--- config.mk ---
export PLATFORM = sky130hd
export DESIGN_NAME = dtp_out_fifo
export DESIGN_NICKNAME = d
export VERILOG_FILES = /design/src/rtl/core/dtp_pkg.sv /design/src/rtl/core/dtp_out_fifo.sv
export SDC_FILE = /design/constraint.sdc
export NUM_CORES = 2
export LEC_CHECK = 0
export ABC_AREA = 0
export BUFFER_PORTS_ARGS = -buffer_cell sky130_fd_sc_hd__buf_2
export CAP_MARGIN = 20
export CORE_ASPECT_RATIO = 1.4
export CORE_MARGIN = 2
export CORE_UTILIZATION = 60
export CTS_CLUSTER_SIZE = 25
export DETAILED_ROUTE_END_ITERATION = 6
export PLACE_DENSITY = 0.75
export SETUP_SLACK_MARGIN = 0.2
export SYNTH_ARGS = -nofsm -noshare
export SYNTH_HDL_FRONTEND = slang
export SYNTH_SLANG_ARGS = --single-unit
--- constraint.sdc ---
create_clock -name clock -period 16.45 [get_ports clock]
set_clock_uncertainty 0.1 [all_clocks]
set_input_delay 3.29 -clock clock [delete_from_list [all_inputs] [get_ports clock]]
set_output_delay 3.29 -clock clock [all_outputs]
set_load 0.01 [all_outputs]
--- src/rtl/core/dtp_pkg.sv ---
// Shared types, constants and arithmetic helpers of the depth to point cloud block.
// Used by every module in rtl/core; depends on nothing else.
package dtp_pkg;

   // Field widths of the request and result channels.
   localparam int PIX_W    = 17;
   localparam int DIR_W    = 16;
   localparam int SAMPLE_W = 16;
   localparam int COORD_W  = 32;
   localparam int STATUS_W = 2;
   localparam int LIMIT_W  = 15;
   localparam int ENTRY_W  = 3 * DIR_W;

   // Operation codes carried in the request tuser field.
   localparam logic OP_LOAD    = 1'b0;
   localparam logic OP_CONVERT = 1'b1;

   // Conversion modes.
   localparam logic MODE_DEPTH = 1'b0;
   localparam logic MODE_RANGE = 1'b1;

   // Register indexes on the configuration port.
   localparam logic REG_MODE  = 1'b0;
   localparam logic REG_LIMIT = 1'b1;

   // Reset values of the registers.
   localparam logic               MODE_RESET  = MODE_DEPTH;
   localparam logic [LIMIT_W-1:0] LIMIT_RESET = 15'd2;

   // Result status codes.
   localparam logic [STATUS_W-1:0] STATUS_OK   = 2'd0;
   localparam logic [STATUS_W-1:0] STATUS_ZERO = 2'd1;
   localparam logic [STATUS_W-1:0] STATUS_SAT  = 2'd2;

   // Divider geometry: a 36-bit dividend, a 16-bit divisor, two quotient bits per stage.
   localparam int LANES          = 2;
   localparam int NUM_W          = 36;
   localparam int DEN_W          = 16;
   localparam int BITS_PER_STAGE = 2;
   localparam int DIV_STAGES     = NUM_W / BITS_PER_STAGE;

   // Divisor used in range mode (Q2.14 times Q16.0 down to Q28.4).
   localparam logic [DEN_W-1:0] DEN_RANGE = 16'd1024;
   localparam logic [DEN_W-1:0] DEN_ONE   = 16'd1;

   // Output buffer, sized above the pipeline latency so full rate holds.
   localparam int FIFO_DEPTH = 32;
   localparam int FIFO_AW    = 5;

   // Quotient bounds for signed 32-bit saturation.
   localparam logic [NUM_W-1:0]   Q_MAX_POS = 36'h0_7FFF_FFFF;
   localparam logic [NUM_W-1:0]   Q_MAX_NEG = 36'h0_8000_0000;
   localparam logic [COORD_W-1:0] COORD_MAX = 32'h7FFF_FFFF;
   localparam logic [COORD_W-1:0] COORD_MIN = 32'h8000_0000;

   // Sideband that travels with an item through the divider.
   typedef struct packed {
      logic               neg_x;
      logic               neg_y;
      logic               zero;
      logic [COORD_W-1:0] pz;
   } side_type;

   // One finished result.
   typedef struct packed {
      logic [STATUS_W-1:0] status;
      logic [COORD_W-1:0]  pz;
      logic [COORD_W-1:0]  py;
      logic [COORD_W-1:0]  px;
   } result_type;

   // One restoring division step: returns the quotient bit over the new remainder.
   function automatic logic [DEN_W:0] div_step(input logic [DEN_W-1:0] rem,
                                               input logic nbit,
                                               input logic [DEN_W-1:0] den);
      logic [DEN_W:0] trial;
      logic [DEN_W:0] diff;
      trial = {rem, nbit};
      diff  = trial - {1'b0, den};
      if (trial >= {1'b0, den}) begin
         return {1'b1, diff[DEN_W-1:0]};
      end
      return {1'b0, trial[DEN_W-1:0]};
   endfunction

   // Applies the sign to a quotient magnitude and clamps it; returns saturation over value.
   function automatic logic [COORD_W:0] clamp_coord(input logic [NUM_W-1:0] q,
                                                    input logic neg);
      if (neg) begin
         if (q > Q_MAX_NEG) begin
            return {1'b1, COORD_MIN};
         end
         return {1'b0, COORD_W'(32'd0 - q[COORD_W-1:0])};
      end
      if (q > Q_MAX_POS) begin
         return {1'b1, COORD_MAX};
      end
      return {1'b0, q[COORD_W-1:0]};
   endfunction

endpackage

--- src/rtl/core/dtp_out_fifo.sv ---
// Result buffer between the pipeline and the response channel.
// Holds finished results while the consumer stalls; depends on dtp_pkg.
module dtp_out_fifo import dtp_pkg::*; (
   input  logic       clock,
   input  logic       reset,
   input  logic       push,
   input  result_type push_data,
   input  logic       pop,
   output logic       out_valid,
   output result_type out_data
);

   result_type         store [FIFO_DEPTH];
   logic [FIFO_AW-1:0] wr_ptr_ff, wr_ptr_in;
   logic [FIFO_AW-1:0] rd_ptr_ff, rd_ptr_in;
   logic [FIFO_AW:0]   count_ff, count_in;

   // Pointer and fill count update.
   always_comb begin
      wr_ptr_in = push ? wr_ptr_ff + 1'b1 : wr_ptr_ff;
      rd_ptr_in = pop ? rd_ptr_ff + 1'b1 : rd_ptr_ff;
      count_in  = count_ff + {{FIFO_AW{1'b0}}, push} - {{FIFO_AW{1'b0}}, pop};
   end

   always_ff @(posedge clock) begin
      if (reset) begin
         wr_ptr_ff <= '0;
         rd_ptr_ff <= '0;
         count_ff  <= '0;
      end else begin
         wr_ptr_ff <= wr_ptr_in;
         rd_ptr_ff <= rd_ptr_in;
         count_ff  <= count_in;
      end
   end

   // Storage write.
   always_ff @(posedge clock) begin
      if (push) begin
         store[wr_ptr_ff] <= push_data;
      end
   end

   assign out_valid = (count_ff != '0);
   assign out_data  = store[rd_ptr_ff];

endmodule

# After elaboration in Yosys (flattened, before gate mapping)
# Memories as Yosys holds them, arrays and structs flattened. A register that Yosys moved wholly into a read port is not among the register bits.
# Cells that the tools add are included.
# totals
n_memories	1
inputBits	102
romBits	0
output_inout_bits	99
elab_cells	13
mem_bits_rw	3136
ff_bits	16
latch_bits	0
# classes
shift	0
reduce_logical	1
eq_ne	0
n_mul	0
div	0
addsub	4
order_cmp	0
bitwise	0
n_mux	4
# memory_table
memory	words	word_bits	read_ports	rd_ports_with_merged_regs	wr	line_no	source
store	32	98	1	1	1	dtp_out_fifo.sv:13	result_type store [FIFO_DEPTH];
# ops
operator	count
$add A5 B1 Y5 const B	2
$mux W5	2
$add A6 B1 Y6	1
$reduce_bool A6 Y1	1
$sub A6 B1 Y6	1
$mux W1	2

# Logic depth before layout (Yosys ltp)
# depth
depth_word	3
ltp_mapped	10
depth_no_buf	10

# Least setup slack after synthesis
# Ideal clock, no wire load.
# synth_timing
path_kind	input to register
startpoint	in push
endpoint	mem store[15][0] (netlist bit), enable pin
t_required_ps	15792
path_buffers	1
slack_ps	7861
arrival_ps	7931
path_stages	3
setup_time_ps	558
path_cell_list	clkbuf_1 -> nand2_1 -> nor2_1
# synth_between
elab_chain_cells	2
# synth_lines
element	line_no	source
from (decl)	dtp_out_fifo.sv:6	input logic push,
$mux W1	dtp_out_fifo.sv:39	if (push) begin
$mux W1 (implied by the code)	dtp_out_fifo.sv:40	store[wr_ptr_ff] <= push_data;
to (decl)	dtp_out_fifo.sv:13	
# No other way between the ends.

==> metrics.csv <==
metric,value,unit
Final setup viols,0,
power density over the cells,123.3,nW/um^2
Die X,381.9,um
worst min path class,reg2reg,
Worst EP required,13.06,ns
Worst Setup End Kind,primary output,
RSZ-0062 raised after global routing,no,
via count,60900,
"EDFF count, synth",3136,
Syn Std Cell Area,119900,um^2
first-pass GRT wire length,435800,um
Ys Warns,0,
GRT Total Usage,30.05,%
DRC viols,0,
CP startpoint kind,flip-flop,
gr ovfl total,0,
run status,finished clean,
Ports,201,
hold_buf cts,0,
DR pass1 iterations,5,
WL per Instance,35.17,um
number of antenna violations at the first check in global routing,41,
leak pwr,40.64,nW
Final Worst Setup Slack,7.271,ns
relative slew slack,13.24,%
CTS buffer count,291,
pin count of the biggest net entering global routing,193,
hold path startpoint,rd_ptr_ff[4]$_SDFFE_PP0P_,
Max Cap Viol,0,
I/O Buffers,200,
Setup TNS Final,0,ns
"Seq/Total Area, Yosys",78.87,%
crit path kind,reg2out,
fin crit share,55.80,%
Worst-path clk slew,0.06,ns
count of mapped cells out of synthesis,5550,
Final ANT Viol Nets,0,
Initial Utilization,60.26,%
"Clk Latency, worst-skew pair",0.83,ns
Post-CTS Repair Setup Buffers,0,
Tmin final,9.179,ns
Post-Syn Area per Cell,21.61,um^2
dpl hpwl,144300,um
die outline area,203500,um^2
CTS tree,yes,
Final Hold Fails,0,
Slew @ Worst Pin,1.301,ns
clock sinks,3157,
"Slew Viols, Final",0,
total core area,199000,um^2
nets,5975,
Max VDD drop,121.9,uV
synth unique cells,55,
synthesized flop and latch total,3157,
drt initial violations,8825,
CTS root buffer,clkbuf_16,
Die Height,533.0,um
layout cells sized above 1,27.90,%
Max Root-Sink Buffers,4,
drt total wl,307400,um
GPL Wtd Cong,0.7530,
row count,194,
post_cts resized,0,
total power draw,16.45,mW
fillcell total,12300,
vias in the first global route,60990,
crit-path max FO,50,
Post-synth ARST share,0,%
reg2reg start,wr_ptr_ff[0]$_SDFFE_PP0P_,
H-tree depth,5,
Post-Syn Nets,5666,
Post-Place Setup Slack,8.099,ns
predominant post-synthesis flop cell,edfxtp_1,
fmax,108.9,MHz
Syn-to-layout area delta,11.24,%
Vias/cell,6.968,
crit path DAT,5.79,ns
-- final timing paths --
kind / endpoint / cells after the start / slack, ns
min: rd_ptr_ff[4]$_SDFFE_PP0P_ / 2 / 0.46
max reg2reg: store[9][37]$_DFFE_PP_ / 5 / 11.93
min reg2reg: rd_ptr_ff[4]$_SDFFE_PP0P_ / 2 / 0.46
max: out_data[74] / 8 / 7.27
-- final cells by class --
class	count	area, um^2	share of cell area (%)
Antenna cell	15	37.54	0.02813
Clock buffer	362	7686	5.761
Clock inverter	150	1518	1.138
Inverter	15	56.30	0.04220
Multi-Input combinational cell	2059	24040	18.02
Sequential cell	3157	94600	70.91
Tap cell	2646	3311	2.481
Timing Repair Buffer	335	2172	1.628
-- flip-flops by register name, summed over array words and instances (netlist names), named ones only --
name,flops
rd_ptr_ff,5
count_ff,6
store,3136
wr_ptr_ff,5
-- metrics by stage --
step	util, %	std cells	hold WS [ns]	area (um^2)
after CTS	67.01	8724	0.4551	133400
final	67.03	8739	0.4624	133400
after global routing	67.02	8728	0.5056	133400
after detailed placement	62.39	8212	0.4410	124200
after global placement	62.37	8209	0.4241	124100
after floorplan	-	5550	0.3847	119900
-- layout by cell type, fill, tap and decap left out, types with 43 or more instances in the layout --
cell          n
a211oi_1     45
a22oi_1     167
buf_2       202
buf_4       120
clkbuf_1     64
clkbuf_16   297
clkinv_1     55
edfxtp_1   3136
mux2_2      416
mux2i_1      94
mux4_2      498
nand4b_1     43
nor2b_1      69
nor3_1       46
o21ai_0      44
o22ai_1     273
or3_1        67
-- routing by layer --
layer / track usage, % / wire length [um] / vias up
li1: - / - / 24060
met1: 41.40 / 111200 / 32140
met2: 48.96 / 152500 / 3950
met3: 5.701 / 32120 / 715
met4: 10.30 / 11290 / 36
met5: 0 / 235 / -
-- report_power, final --
part	switching (mW)	internal (mW)
clock	2.89	3.76
sequential	0.0223	8.90
combinational	0.541	0.339
total	3.45	13.0
-- cell usage after synthesis (3+ instances only) --
master / count / area, um^2
a21oi_1: 15 / 75.07
nand4b_1: 43 / 376.6
nor2_1: 54 / 202.7
nand3b_1: 5 / 37.54
xnor2_1: 3 / 26.28
o22ai_1: 273 / 1708
nor4_1: 28 / 175.2
xor2_1: 6 / 52.55
nor2b_1: 72 / 450.4
mux4_2: 498 / 11220
dfxtp_1: 21 / 420.4
edfxtp_1: 3136 / 94170
o2111ai_1: 22 / 192.7
mux2_2: 416 / 4684
buf_2: 170 / 850.8
mux2i_1: 94 / 940.9
clkbuf_1: 99 / 371.6
nor3_1: 47 / 235.2
or3_1: 67 / 419.2
ha_1: 13 / 162.7
a211o_1: 22 / 192.7
buf_1: 19 / 71.32
buf_6: 12 / 135.1
nand4_1: 28 / 175.2
and2_1: 4 / 25.02
nand2_1: 30 / 112.6
a221oi_1: 7 / 61.31
inv_1: 14 / 52.55
buf_4: 19 / 142.6
nand3_1: 21 / 105.1
a22oi_1: 167 / 1254
nand2b_1: 7 / 43.79
a211oi_1: 45 / 337.8
o21ai_0: 44 / 220.2
a22o_1: 5 / 43.79
-- cell families (layout without fill, tap and decap cells) --
kind of cell,Yosys count,after routing,share of synthesized area (%)
AND/OR/NAND/NOR,419,419,2.045
AO/OA/AOI/OAI,608,608,3.460
adder cells (fa/ha/maj),14,14,0.1523
buffers and inverters,334,862,1.357
XOR/XNOR,9,9,0.06573
other,0,15,0
flip-flops,3157,3157,78.87
multiplexers,1009,1009,14.05
-- critical path, stage by stage (launching register included) --
cell and delay [ns]:
dfxtp_4 0.62, buf_4 0.74, buf_4 0.88, buf_4 0.76, mux4_2 0.38, o22ai_1 0.09, nor4_1 1.02, buf_4 0.26
buf_2 0.13
(Power assumes the default switching activity.)
