### config.mk
export PLATFORM = sky130hd
export DESIGN_NAME = dtp_front
export DESIGN_NICKNAME = d
export VERILOG_FILES = /design/src/rtl/core/dtp_pkg.sv /design/src/rtl/core/dtp_front.sv
export SDC_FILE = /design/constraint.sdc
export NUM_CORES = 2
export LEC_CHECK = 0
export ABC_AREA = 0
export BUFFER_PORTS_ARGS = -buffer_cell sky130_fd_sc_hd__buf_4
export CAP_MARGIN = 20
export CORE_ASPECT_RATIO = 1.25
export CORE_MARGIN = 2
export CORE_UTILIZATION = 38
export CTS_BUF_LIST = sky130_fd_sc_hd__clkbuf_8
export CTS_CLUSTER_SIZE = 12
export DETAILED_ROUTE_END_ITERATION = 6
export PLACE_DENSITY = 0.53
export SETUP_SLACK_MARGIN = 0.3
export SYNTH_ARGS = -nofsm -noshare
export SYNTH_HDL_FRONTEND = slang
export SYNTH_SLANG_ARGS = --single-unit
export TNS_END_PERCENT = 100
### constraint.sdc
create_clock -name clock -period 8.65 [get_ports clock]
set_input_delay 1.73 -clock clock [delete_from_list [all_inputs] [get_ports clock]]
set_output_delay 1.73 -clock clock [all_outputs]
set_load 0.01 [all_outputs]
### src/rtl/core/dtp_pkg.sv
// Shared types, constants and arithmetic helpers of the depth to point cloud block.
// Used by every module in rtl/core; depends on nothing else.
package dtp_pkg;

   // Field widths of the request and result channels.
   localparam int PIX_W    = 17;
   localparam int DIR_W    = 16;
   localparam int SAMPLE_W = 16;
   localparam int COORD_W  = 32;
   localparam int STATUS_W = 2;
   localparam int LIMIT_W  = 15;
   localparam int ENTRY_W  = 3 * DIR_W;

   // Operation codes carried in the request tuser field.
   localparam logic OP_LOAD    = 1'b0;
   localparam logic OP_CONVERT = 1'b1;

   // Conversion modes.
   localparam logic MODE_DEPTH = 1'b0;
   localparam logic MODE_RANGE = 1'b1;

   // Register indexes on the configuration port.
   localparam logic REG_MODE  = 1'b0;
   localparam logic REG_LIMIT = 1'b1;

   // Reset values of the registers.
   localparam logic               MODE_RESET  = MODE_DEPTH;
   localparam logic [LIMIT_W-1:0] LIMIT_RESET = 15'd2;

   // Result status codes.
   localparam logic [STATUS_W-1:0] STATUS_OK   = 2'd0;
   localparam logic [STATUS_W-1:0] STATUS_ZERO = 2'd1;
   localparam logic [STATUS_W-1:0] STATUS_SAT  = 2'd2;

   // Divider geometry: a 36-bit dividend, a 16-bit divisor, two quotient bits per stage.
   localparam int LANES          = 2;
   localparam int NUM_W          = 36;
   localparam int DEN_W          = 16;
   localparam int BITS_PER_STAGE = 2;
   localparam int DIV_STAGES     = NUM_W / BITS_PER_STAGE;

   // Divisor used in range mode (Q2.14 times Q16.0 down to Q28.4).
   localparam logic [DEN_W-1:0] DEN_RANGE = 16'd1024;
   localparam logic [DEN_W-1:0] DEN_ONE   = 16'd1;

   // Output buffer, sized above the pipeline latency so full rate holds.
   localparam int FIFO_DEPTH = 32;
   localparam int FIFO_AW    = 5;

   // Quotient bounds for signed 32-bit saturation.
   localparam logic [NUM_W-1:0]   Q_MAX_POS = 36'h0_7FFF_FFFF;
   localparam logic [NUM_W-1:0]   Q_MAX_NEG = 36'h0_8000_0000;
   localparam logic [COORD_W-1:0] COORD_MAX = 32'h7FFF_FFFF;
   localparam logic [COORD_W-1:0] COORD_MIN = 32'h8000_0000;

   // Sideband that travels with an item through the divider.
   typedef struct packed {
      logic               neg_x;
      logic               neg_y;
      logic               zero;
      logic [COORD_W-1:0] pz;
   } side_type;

   // One finished result.
   typedef struct packed {
      logic [STATUS_W-1:0] status;
      logic [COORD_W-1:0]  pz;
      logic [COORD_W-1:0]  py;
      logic [COORD_W-1:0]  px;
   } result_type;

   // One restoring division step: returns the quotient bit over the new remainder.
   function automatic logic [DEN_W:0] div_step(input logic [DEN_W-1:0] rem,
                                               input logic nbit,
                                               input logic [DEN_W-1:0] den);
      logic [DEN_W:0] trial;
      logic [DEN_W:0] diff;
      trial = {rem, nbit};
      diff  = trial - {1'b0, den};
      if (trial >= {1'b0, den}) begin
         return {1'b1, diff[DEN_W-1:0]};
      end
      return {1'b0, trial[DEN_W-1:0]};
   endfunction

   // Applies the sign to a quotient magnitude and clamps it; returns saturation over value.
   function automatic logic [COORD_W:0] clamp_coord(input logic [NUM_W-1:0] q,
                                                    input logic neg);
      if (neg) begin
         if (q > Q_MAX_NEG) begin
            return {1'b1, COORD_MIN};
         end
         return {1'b0, COORD_W'(32'd0 - q[COORD_W-1:0])};
      end
      if (q > Q_MAX_POS) begin
         return {1'b1, COORD_MAX};
      end
      return {1'b0, q[COORD_W-1:0]};
   endfunction

endpackage

### src/rtl/core/dtp_front.sv
// Front end of the conversion: products, ray check, divisor, then dividend and z.
// Two register stages; depends on dtp_pkg.
module dtp_front import dtp_pkg::*; (
   input  logic                          clock,
   input  logic                          reset,
   input  logic                          in_valid,
   input  logic                          in_range,
   input  logic [SAMPLE_W-1:0]           sample,
   input  logic [ENTRY_W-1:0]            entry,
   input  logic                          mode,
   input  logic [LIMIT_W-1:0]            limit,
   output logic                          out_valid,
   output logic [LANES-1:0][NUM_W-1:0]   out_num,
   output logic [DEN_W-1:0]              out_den,
   output side_type                      out_side
);

   // Stage A registers.
   logic                valid_a_ff;
   logic [COORD_W-1:0]  prod_x_ff, prod_x_in;
   logic [COORD_W-1:0]  prod_y_ff, prod_y_in;
   logic [COORD_W-1:0]  prod_z_ff, prod_z_in;
   logic [SAMPLE_W-1:0] sample_a_ff;
   logic [DEN_W-1:0]    den_a_ff, den_a_in;
   logic                zero_a_ff, zero_a_in;
   logic                mode_a_ff;

   // Stage B registers.
   logic                        valid_b_ff;
   logic [LANES-1:0][NUM_W-1:0] num_b_ff, num_b_in;
   logic [DEN_W-1:0]            den_b_ff;
   side_type                    side_b_ff, side_b_in;

   logic signed [DIR_W-1:0]    dx, dy, dz;
   logic signed [SAMPLE_W:0]   samp_s;
   logic signed [COORD_W:0]    full_x, full_y, full_z;
   logic [DIR_W+1:0]           zsum;
   logic [DIR_W:0]             dz_neg;
   logic [COORD_W-1:0]         mag_x, mag_y, mag_z;
   logic [COORD_W:0]           zround;
   logic [COORD_W-1:0]         zmag;
   logic [COORD_W-1:0]         pz_calc;

   // Stage A: direction times sample, ray test against the limit, divisor choice.
   always_comb begin
      dx      = in_range ? $signed(entry[DIR_W-1:0]) : '0;
      dy      = in_range ? $signed(entry[2*DIR_W-1:DIR_W]) : '0;
      dz      = in_range ? $signed(entry[3*DIR_W-1:2*DIR_W]) : '0;
      samp_s  = $signed({1'b0, sample});
      full_x  = dx * samp_s;
      full_y  = dy * samp_s;
      full_z  = dz * samp_s;
      prod_x_in = full_x[COORD_W-1:0];
      prod_y_in = full_y[COORD_W-1:0];
      prod_z_in = full_z[COORD_W-1:0];
      // The ray is usable when dz + limit is negative.
      zsum   = {{2{dz[DIR_W-1]}}, dz} + {3'b000, limit};
      dz_neg = (DIR_W+1)'(0) - {dz[DIR_W-1], dz};
      zero_a_in = (mode == MODE_DEPTH) && !zsum[DIR_W+1];
      if (mode == MODE_RANGE) begin
         den_a_in = DEN_RANGE;
      end else if (zero_a_in) begin
         den_a_in = DEN_ONE;
      end else begin
         den_a_in = dz_neg[DEN_W-1:0];
      end
   end

   always_ff @(posedge clock) begin
      if (reset) begin
         valid_a_ff <= 1'b0;
      end else begin
         valid_a_ff <= in_valid;
      end
   end

   always_ff @(posedge clock) begin
      prod_x_ff   <= prod_x_in;
      prod_y_ff   <= prod_y_in;
      prod_z_ff   <= prod_z_in;
      sample_a_ff <= sample;
      den_a_ff    <= den_a_in;
      zero_a_ff   <= zero_a_in;
      mode_a_ff   <= mode;
   end

   // Stage B: magnitudes, rounded dividends, and the finished z coordinate.
   always_comb begin
      mag_x  = prod_x_ff[COORD_W-1] ? (~prod_x_ff + 32'd1) : prod_x_ff;
      mag_y  = prod_y_ff[COORD_W-1] ? (~prod_y_ff + 32'd1) : prod_y_ff;
      mag_z  = prod_z_ff[COORD_W-1] ? (~prod_z_ff + 32'd1) : prod_z_ff;
      if (mode_a_ff == MODE_DEPTH) begin
         num_b_in[0] = {mag_x, 4'b0000} + {21'd0, den_a_ff[DEN_W-1:1]};
         num_b_in[1] = {mag_y, 4'b0000} + {21'd0, den_a_ff[DEN_W-1:1]};
      end else begin
         num_b_in[0] = {4'b0000, mag_x} + {21'd0, den_a_ff[DEN_W-1:1]};
         num_b_in[1] = {4'b0000, mag_y} + {21'd0, den_a_ff[DEN_W-1:1]};
      end
      // Range mode z is the negated, rounded product scaled down by 1024.
      zround = {1'b0, mag_z} + 33'd512;
      zmag   = {9'd0, zround[COORD_W:10]};
      if (mode_a_ff == MODE_DEPTH) begin
         pz_calc = {12'd0, sample_a_ff, 4'b0000};
      end else if (prod_z_ff[COORD_W-1]) begin
         pz_calc = zmag;
      end else begin
         pz_calc = 32'd0 - zmag;
      end
      side_b_in.neg_x = prod_x_ff[COORD_W-1];
      side_b_in.neg_y = prod_y_ff[COORD_W-1];
      side_b_in.zero  = zero_a_ff;
      side_b_in.pz    = zero_a_ff ? '0 : pz_calc;
   end

   always_ff @(posedge clock) begin
      if (reset) begin
         valid_b_ff <= 1'b0;
      end else begin
         valid_b_ff <= valid_a_ff;
      end
   end

   always_ff @(posedge clock) begin
      num_b_ff  <= num_b_in;
      den_b_ff  <= den_a_ff;
      side_b_ff <= side_b_in;
   end

   assign out_valid = valid_b_ff;
   assign out_num   = num_b_ff;
   assign out_den   = den_b_ff;
   assign out_side  = side_b_ff;

endmodule

## Word-level counts from Yosys, hierarchy flattened

Cells that the tools add are included.

- Flip-flop bits (word level): 247
- Word-level logic and storage cells: 53
- Output and inout port bits: 124

- Muxes and demuxes: 10
- Multipliers: 3
- Bitwise gates (word level): 5
- Add/sub/neg operators: 11
- Reductions and logical operators: 5

Operators with widths:

| kind | count |
|---|---|
| $add A32 B1 Y32 const B | 3 |
| $mul A16 B17 Y32 | 3 |
| $mux W32 | 3 |
| $not A32 Y32 | 3 |
| $add A36 B15 Y36 | 2 |
| $mux W72 | 1 |
| $add A32 B15 Y33 | 2 |
| $mux W16 | 3 |
| $add A32 B10 Y33 const B | 1 |
| $sub A1 B23 Y24 const A | 1 |
| $mux W23 | 1 |
| $mux W20 | 1 |
| $add A16 B16 Y17 | 1 |
| $sub A1 B16 Y16 const A | 1 |
| $mux W11 | 1 |
| $reduce_or A2 Y1 | 2 |
| $reduce_or A3 Y1 | 1 |
| $not A1 Y1 | 2 |
| $logic_and A1 B1 Y1 | 1 |
| $logic_not A1 Y1 | 1 |

## Longest topological paths before layout

- Depth in word-level cells: 7
- Mapped depth: 30

## Worst setup path before layout

Ideal clock, no wire load.

- Path type: in2reg
- From: input port in_range
- To: register prod_x_ff[31]
- Data required time: 8529 ps
- Data arrival time: 8746 ps
- Path slack: -217 ps
- Setup time: 121 ps
- Stages on the path: 28
- Cell sequence: clkbuf_1 > clkbuf_1 > clkbuf_1 > clkbuf_1 > and2_1 > clkbuf_1 > nand2_1 > fa_1 > fa_1 > fa_1 > inv_1 > fa_1 > fa_1 > inv_1 > fa_1 > inv_1 > ha_1 > a21o_1 > a21o_1 > a2111oi_0 > nor2_1 > nor3_1 > a211o_1 > o21ai_0 > o41ai_1 > o21ai_0 > o41a_1 > xnor2_1

- Longest elaborated chain between the ends: 2

RTL lines:

| element | line | source |
|---|---|---|
| start: declaration | dtp_front.sv:7 | `input logic in_range,` |
| $mux W16 | dtp_front.sv:46 | `dx = in_range ? $signed(entry[DIR_W-1:0]) : '0;` |
| $mul A16 B17 Y32 | dtp_front.sv:50 | `full_x = dx * samp_s;` |
| via full_x[31] | dtp_front.sv:36 | `logic signed [COORD_W:0] full_x, full_y, full_z;` |
| end signal: assignment | dtp_front.sv:78 | `prod_x_ff <= prod_x_in;` |
| end: declaration | dtp_front.sv:20 | `logic [COORD_W-1:0] prod_x_ff, prod_x_in;` |

The timed path passes the listed nets, and every way through them passes these cells.
A chain may end at the register's enable or synchronous reset.

## Final worst setup path

- From: input port in_range
- To: register prod_z_ff[31]

- Longest elaborated chain between the ends: 2

RTL lines:

| element | line | source |
|---|---|---|
| $mux W16 | dtp_front.sv:48 | `dz = in_range ? $signed(entry[3*DIR_W-1:2*DIR_W]) : '0;` |
| $mul A16 B17 Y32 | dtp_front.sv:52 | `full_z = dz * samp_s;` |
| via full_z[31] | dtp_front.sv:36 |  |
| end signal: assignment | dtp_front.sv:80 | `prod_z_ff <= prod_z_in;` |
| end: declaration | dtp_front.sv:22 | `logic [COORD_W-1:0] prod_z_ff, prod_z_in;` |

The timed path passes the listed nets, and every way through them passes these cells.

==> results.ini <==
[synthesis]
synth-seq-cells=247
syn_area_mm2=0.0400
synth_edf_count=0
async_reset_ff_share_pct=0
ys_seq_area_share_pct=12.4
synth_fp_nets=5763
yosys_most_used_dff=dfxtp_1
yosysWarnings=0
synthCells=4671
synth_cell_types=92
synth.avg_cell_area_um2=8.57

[die]
dieArea_mm2=0.108
die_h_um=367
io_pins=208
core_mm2=0.105
fp.dieW_um=294
num_rows=133
start_util_pct=38.2

[layout]
finish.utilization_pct=42.2
mostFrequentLayoutCells=inv_1, fa_1, nand2_1
synthToLayoutAreaGrowth_pct=10.5
fin_nets=5875
final_common_cell=inv_1
drive_above_1_share_pct=9.56
design_area_mm2=0.0443

[min_path]
hold_path.class=reg2reg

[run_status]
status=finished clean

[sta]
finalCritPeriodShare_pct=91.7
fin_crit_ns=7.93
maxSlewHeadroom_pct=33.4
worst_hold_slack_ns=0.337
final.setup.tns_ns=0
hold_viol_final=0
grt_setup_unrepaired=no
worstMarginPinSlew_ns=0.989
final_max_slew_viol_count=0
fmax_ghz=0.126
clock-skew-final_ns=0.0658
setup_viol_count_final=0

[critical_path]
slowest_stage=fa_1
criticalPathCategory=in2reg
cpPeakStageDelay_ns=0.57
start_kind=input pin
required_ns=9.18
reg2reg_slack_ns=3.54
cp_common_cell=fa_1
path_max_fanout=46
cp.arrival_ns=8.46
setup.worst_path.end_class=register

[clock_network]
hold_buffers=0
clockBufferDepth=3
cts_tree=yes
clock_sinks=247
postCtsSetupRepairBufs=0
cts_buffers=46
cts_root_buf=clkbuf_8
clk_latency_ns=0.68
cts.repair.resized=0
clk_pin_slew_ns=0.05
h-tree-depth=2

[global_routing]
antenna_found_initial=17
grt_pass1_vias=33300
grt_use_total_pct=21.7
grt_max_degree=72
grt_pass1_wl_um=185000
grt_overflow=0

[routing]
wl_um=117000
ant_nets=0
wl_per_cell_um=18.9
first_pass_iters=5
post_drt_via_cell_ratio=5.18
drtIter0Drc=1763
drc_errors=0
num_vias=32000

[placement]
dp_hpwl_um=94200
place_area_mm2=0.0431
gp_congestion=0.859
port_buffers=207

[pwr]
powerDensity_mw_per_mm2=239
ir_drop_mv=0.141
leakagePower_nw=22.7
power.total_mw=10.6

[flow_run]
maxCapViolations=0

==> Yosys cell counts, types with 14 or more instances <==
| cell type | n | area share (%) |
|---|---|---|
| inv_1 | 786 | 7.4 |
| fa_1 | 586 | 29 |
| nand2_1 | 518 | 4.9 |
| ha_1 | 422 | 13 |
| and3_1 | 369 | 5.8 |
| dfxtp_1 | 247 | 12 |
| clkbuf_1 | 225 | 2.1 |
| nor2_1 | 202 | 1.9 |
| xnor2_1 | 197 | 4.3 |
| a21oi_1 | 144 | 1.8 |
| o21ai_0 | 113 | 1.4 |
| xor2_1 | 108 | 2.4 |
| nand3_1 | 77 | 0.96 |
| nor3_1 | 68 | 0.85 |
| a21o_1 | 51 | 0.96 |
| and2_1 | 49 | 0.77 |
| or3_1 | 36 | 0.56 |
| or2_2 | 33 | 0.52 |
| nor2b_1 | 29 | 0.45 |
| nand2b_1 | 27 | 0.42 |
| o21a_1 | 22 | 0.41 |
| o21bai_1 | 22 | 0.41 |
| o31ai_1 | 22 | 0.41 |
| or4_1 | 22 | 0.41 |
| nand4_1 | 20 | 0.31 |
| o41ai_1 | 19 | 0.42 |
| mux2i_1 | 18 | 0.45 |
| nor4_1 | 18 | 0.28 |
| a211oi_1 | 17 | 0.32 |
| a31oi_1 | 15 | 0.23 |
| o211ai_1 | 14 | 0.26 |
==> metal layers <==
layer / wire (µm) / GRT usage (%) / share of wire, %
met1: 50000 / 27.8 / 43
met2: 56700 / 37.5 / 49
met3: 6540 / 3.51 / 5.6
met4: 3350 / 6.33 / 2.9
met5: 132 / 0 / 0.11
==> critical path: cells and delay by family <==
kind / cells / cell delay, ns
adder cells (fa/ha/maj): 7 / 3.30
AO/OA/AOI/OAI: 9 / 1.92
buffers and inverters: 6 / 0.91
AND/OR/NAND/NOR: 2 / 0.46
XOR/XNOR: 1 / 0.11
==> logic make-up (layout without fill, tap and decap cells) <==
| group | count (synthesis) | count (layout) | share of synthesized area [%] |
|---|---|---|---|
| compound gates | 519 | 519 | 8.39 |
| xor+xnor | 308 | 308 | 6.83 |
| fa+ha+maj | 1009 | 1009 | 42.5 |
| buf+inv | 1043 | 1192 | 9.93 |
| flops | 247 | 247 | 12.4 |
| mux | 24 | 24 | 0.647 |
| other cells | 0 | 5 | 0 |
| simple gates | 1521 | 1521 | 19.3 |
==> final timing paths <==
path,start,to,depth (start not counted)
max,in_range,prod_z_ff[31],25
min,den_a_ff[0],out_den[0],0
max reg2reg,prod_z_ff[4],out_side[21],16
min reg2reg,den_a_ff[0],out_den[0],0
==> metrics by stage <==
| step | std cells | setup slack [ns] |
|---|---|---|
| detailed placement | 6084 | 0.0960 |
| CTS | 6169 | 0.780 |
| global route | 6173 | 0.327 |
| finish | 6175 | 0.720 |
| floorplan | 4671 | 0.337 |
| global placement | 6084 | 0.107 |
==> flip-flops by register name, summed over array words and instances, names as in the netlist <==
| name | flops |
|---|---|
| zero_a_ff | 1 |
| out_den | 16 |
| out_side | 27 |
| prod_x_ff | 32 |
| prod_y_ff | 32 |
| mode_a_ff | 1 |
| out_num | 72 |
| prod_z_ff | 32 |
| out_valid | 1 |
| sample_a_ff | 16 |
| valid_a_ff | 1 |
| den_a_ff | 16 |
==> where the power goes <==
| group | switching [mW] | internal, mW |
|---|---|---|
| clock | 0.552 | 0.786 |
| combinational | 4.10 | 3.21 |
| sequential | 0.357 | 1.57 |
==> final cells by class <==
| class | count | area [µm²] |
|---|---|---|
| Inverter | 788 | 2960 |
| Sequential cell | 247 | 4950 |
| Multi-Input combinational cell | 3381 | 31100 |
| Fill cell | 10700 | 60600 |
| Antenna cell | 5 | 12.5 |
| Clock inverter | 28 | 315 |
| Timing Repair Buffer | 319 | 2420 |
| Clock buffer | 57 | 785 |
| Tap cell | 1350 | 1690 |
Note: power is estimated with default switching activity, not from simulation.
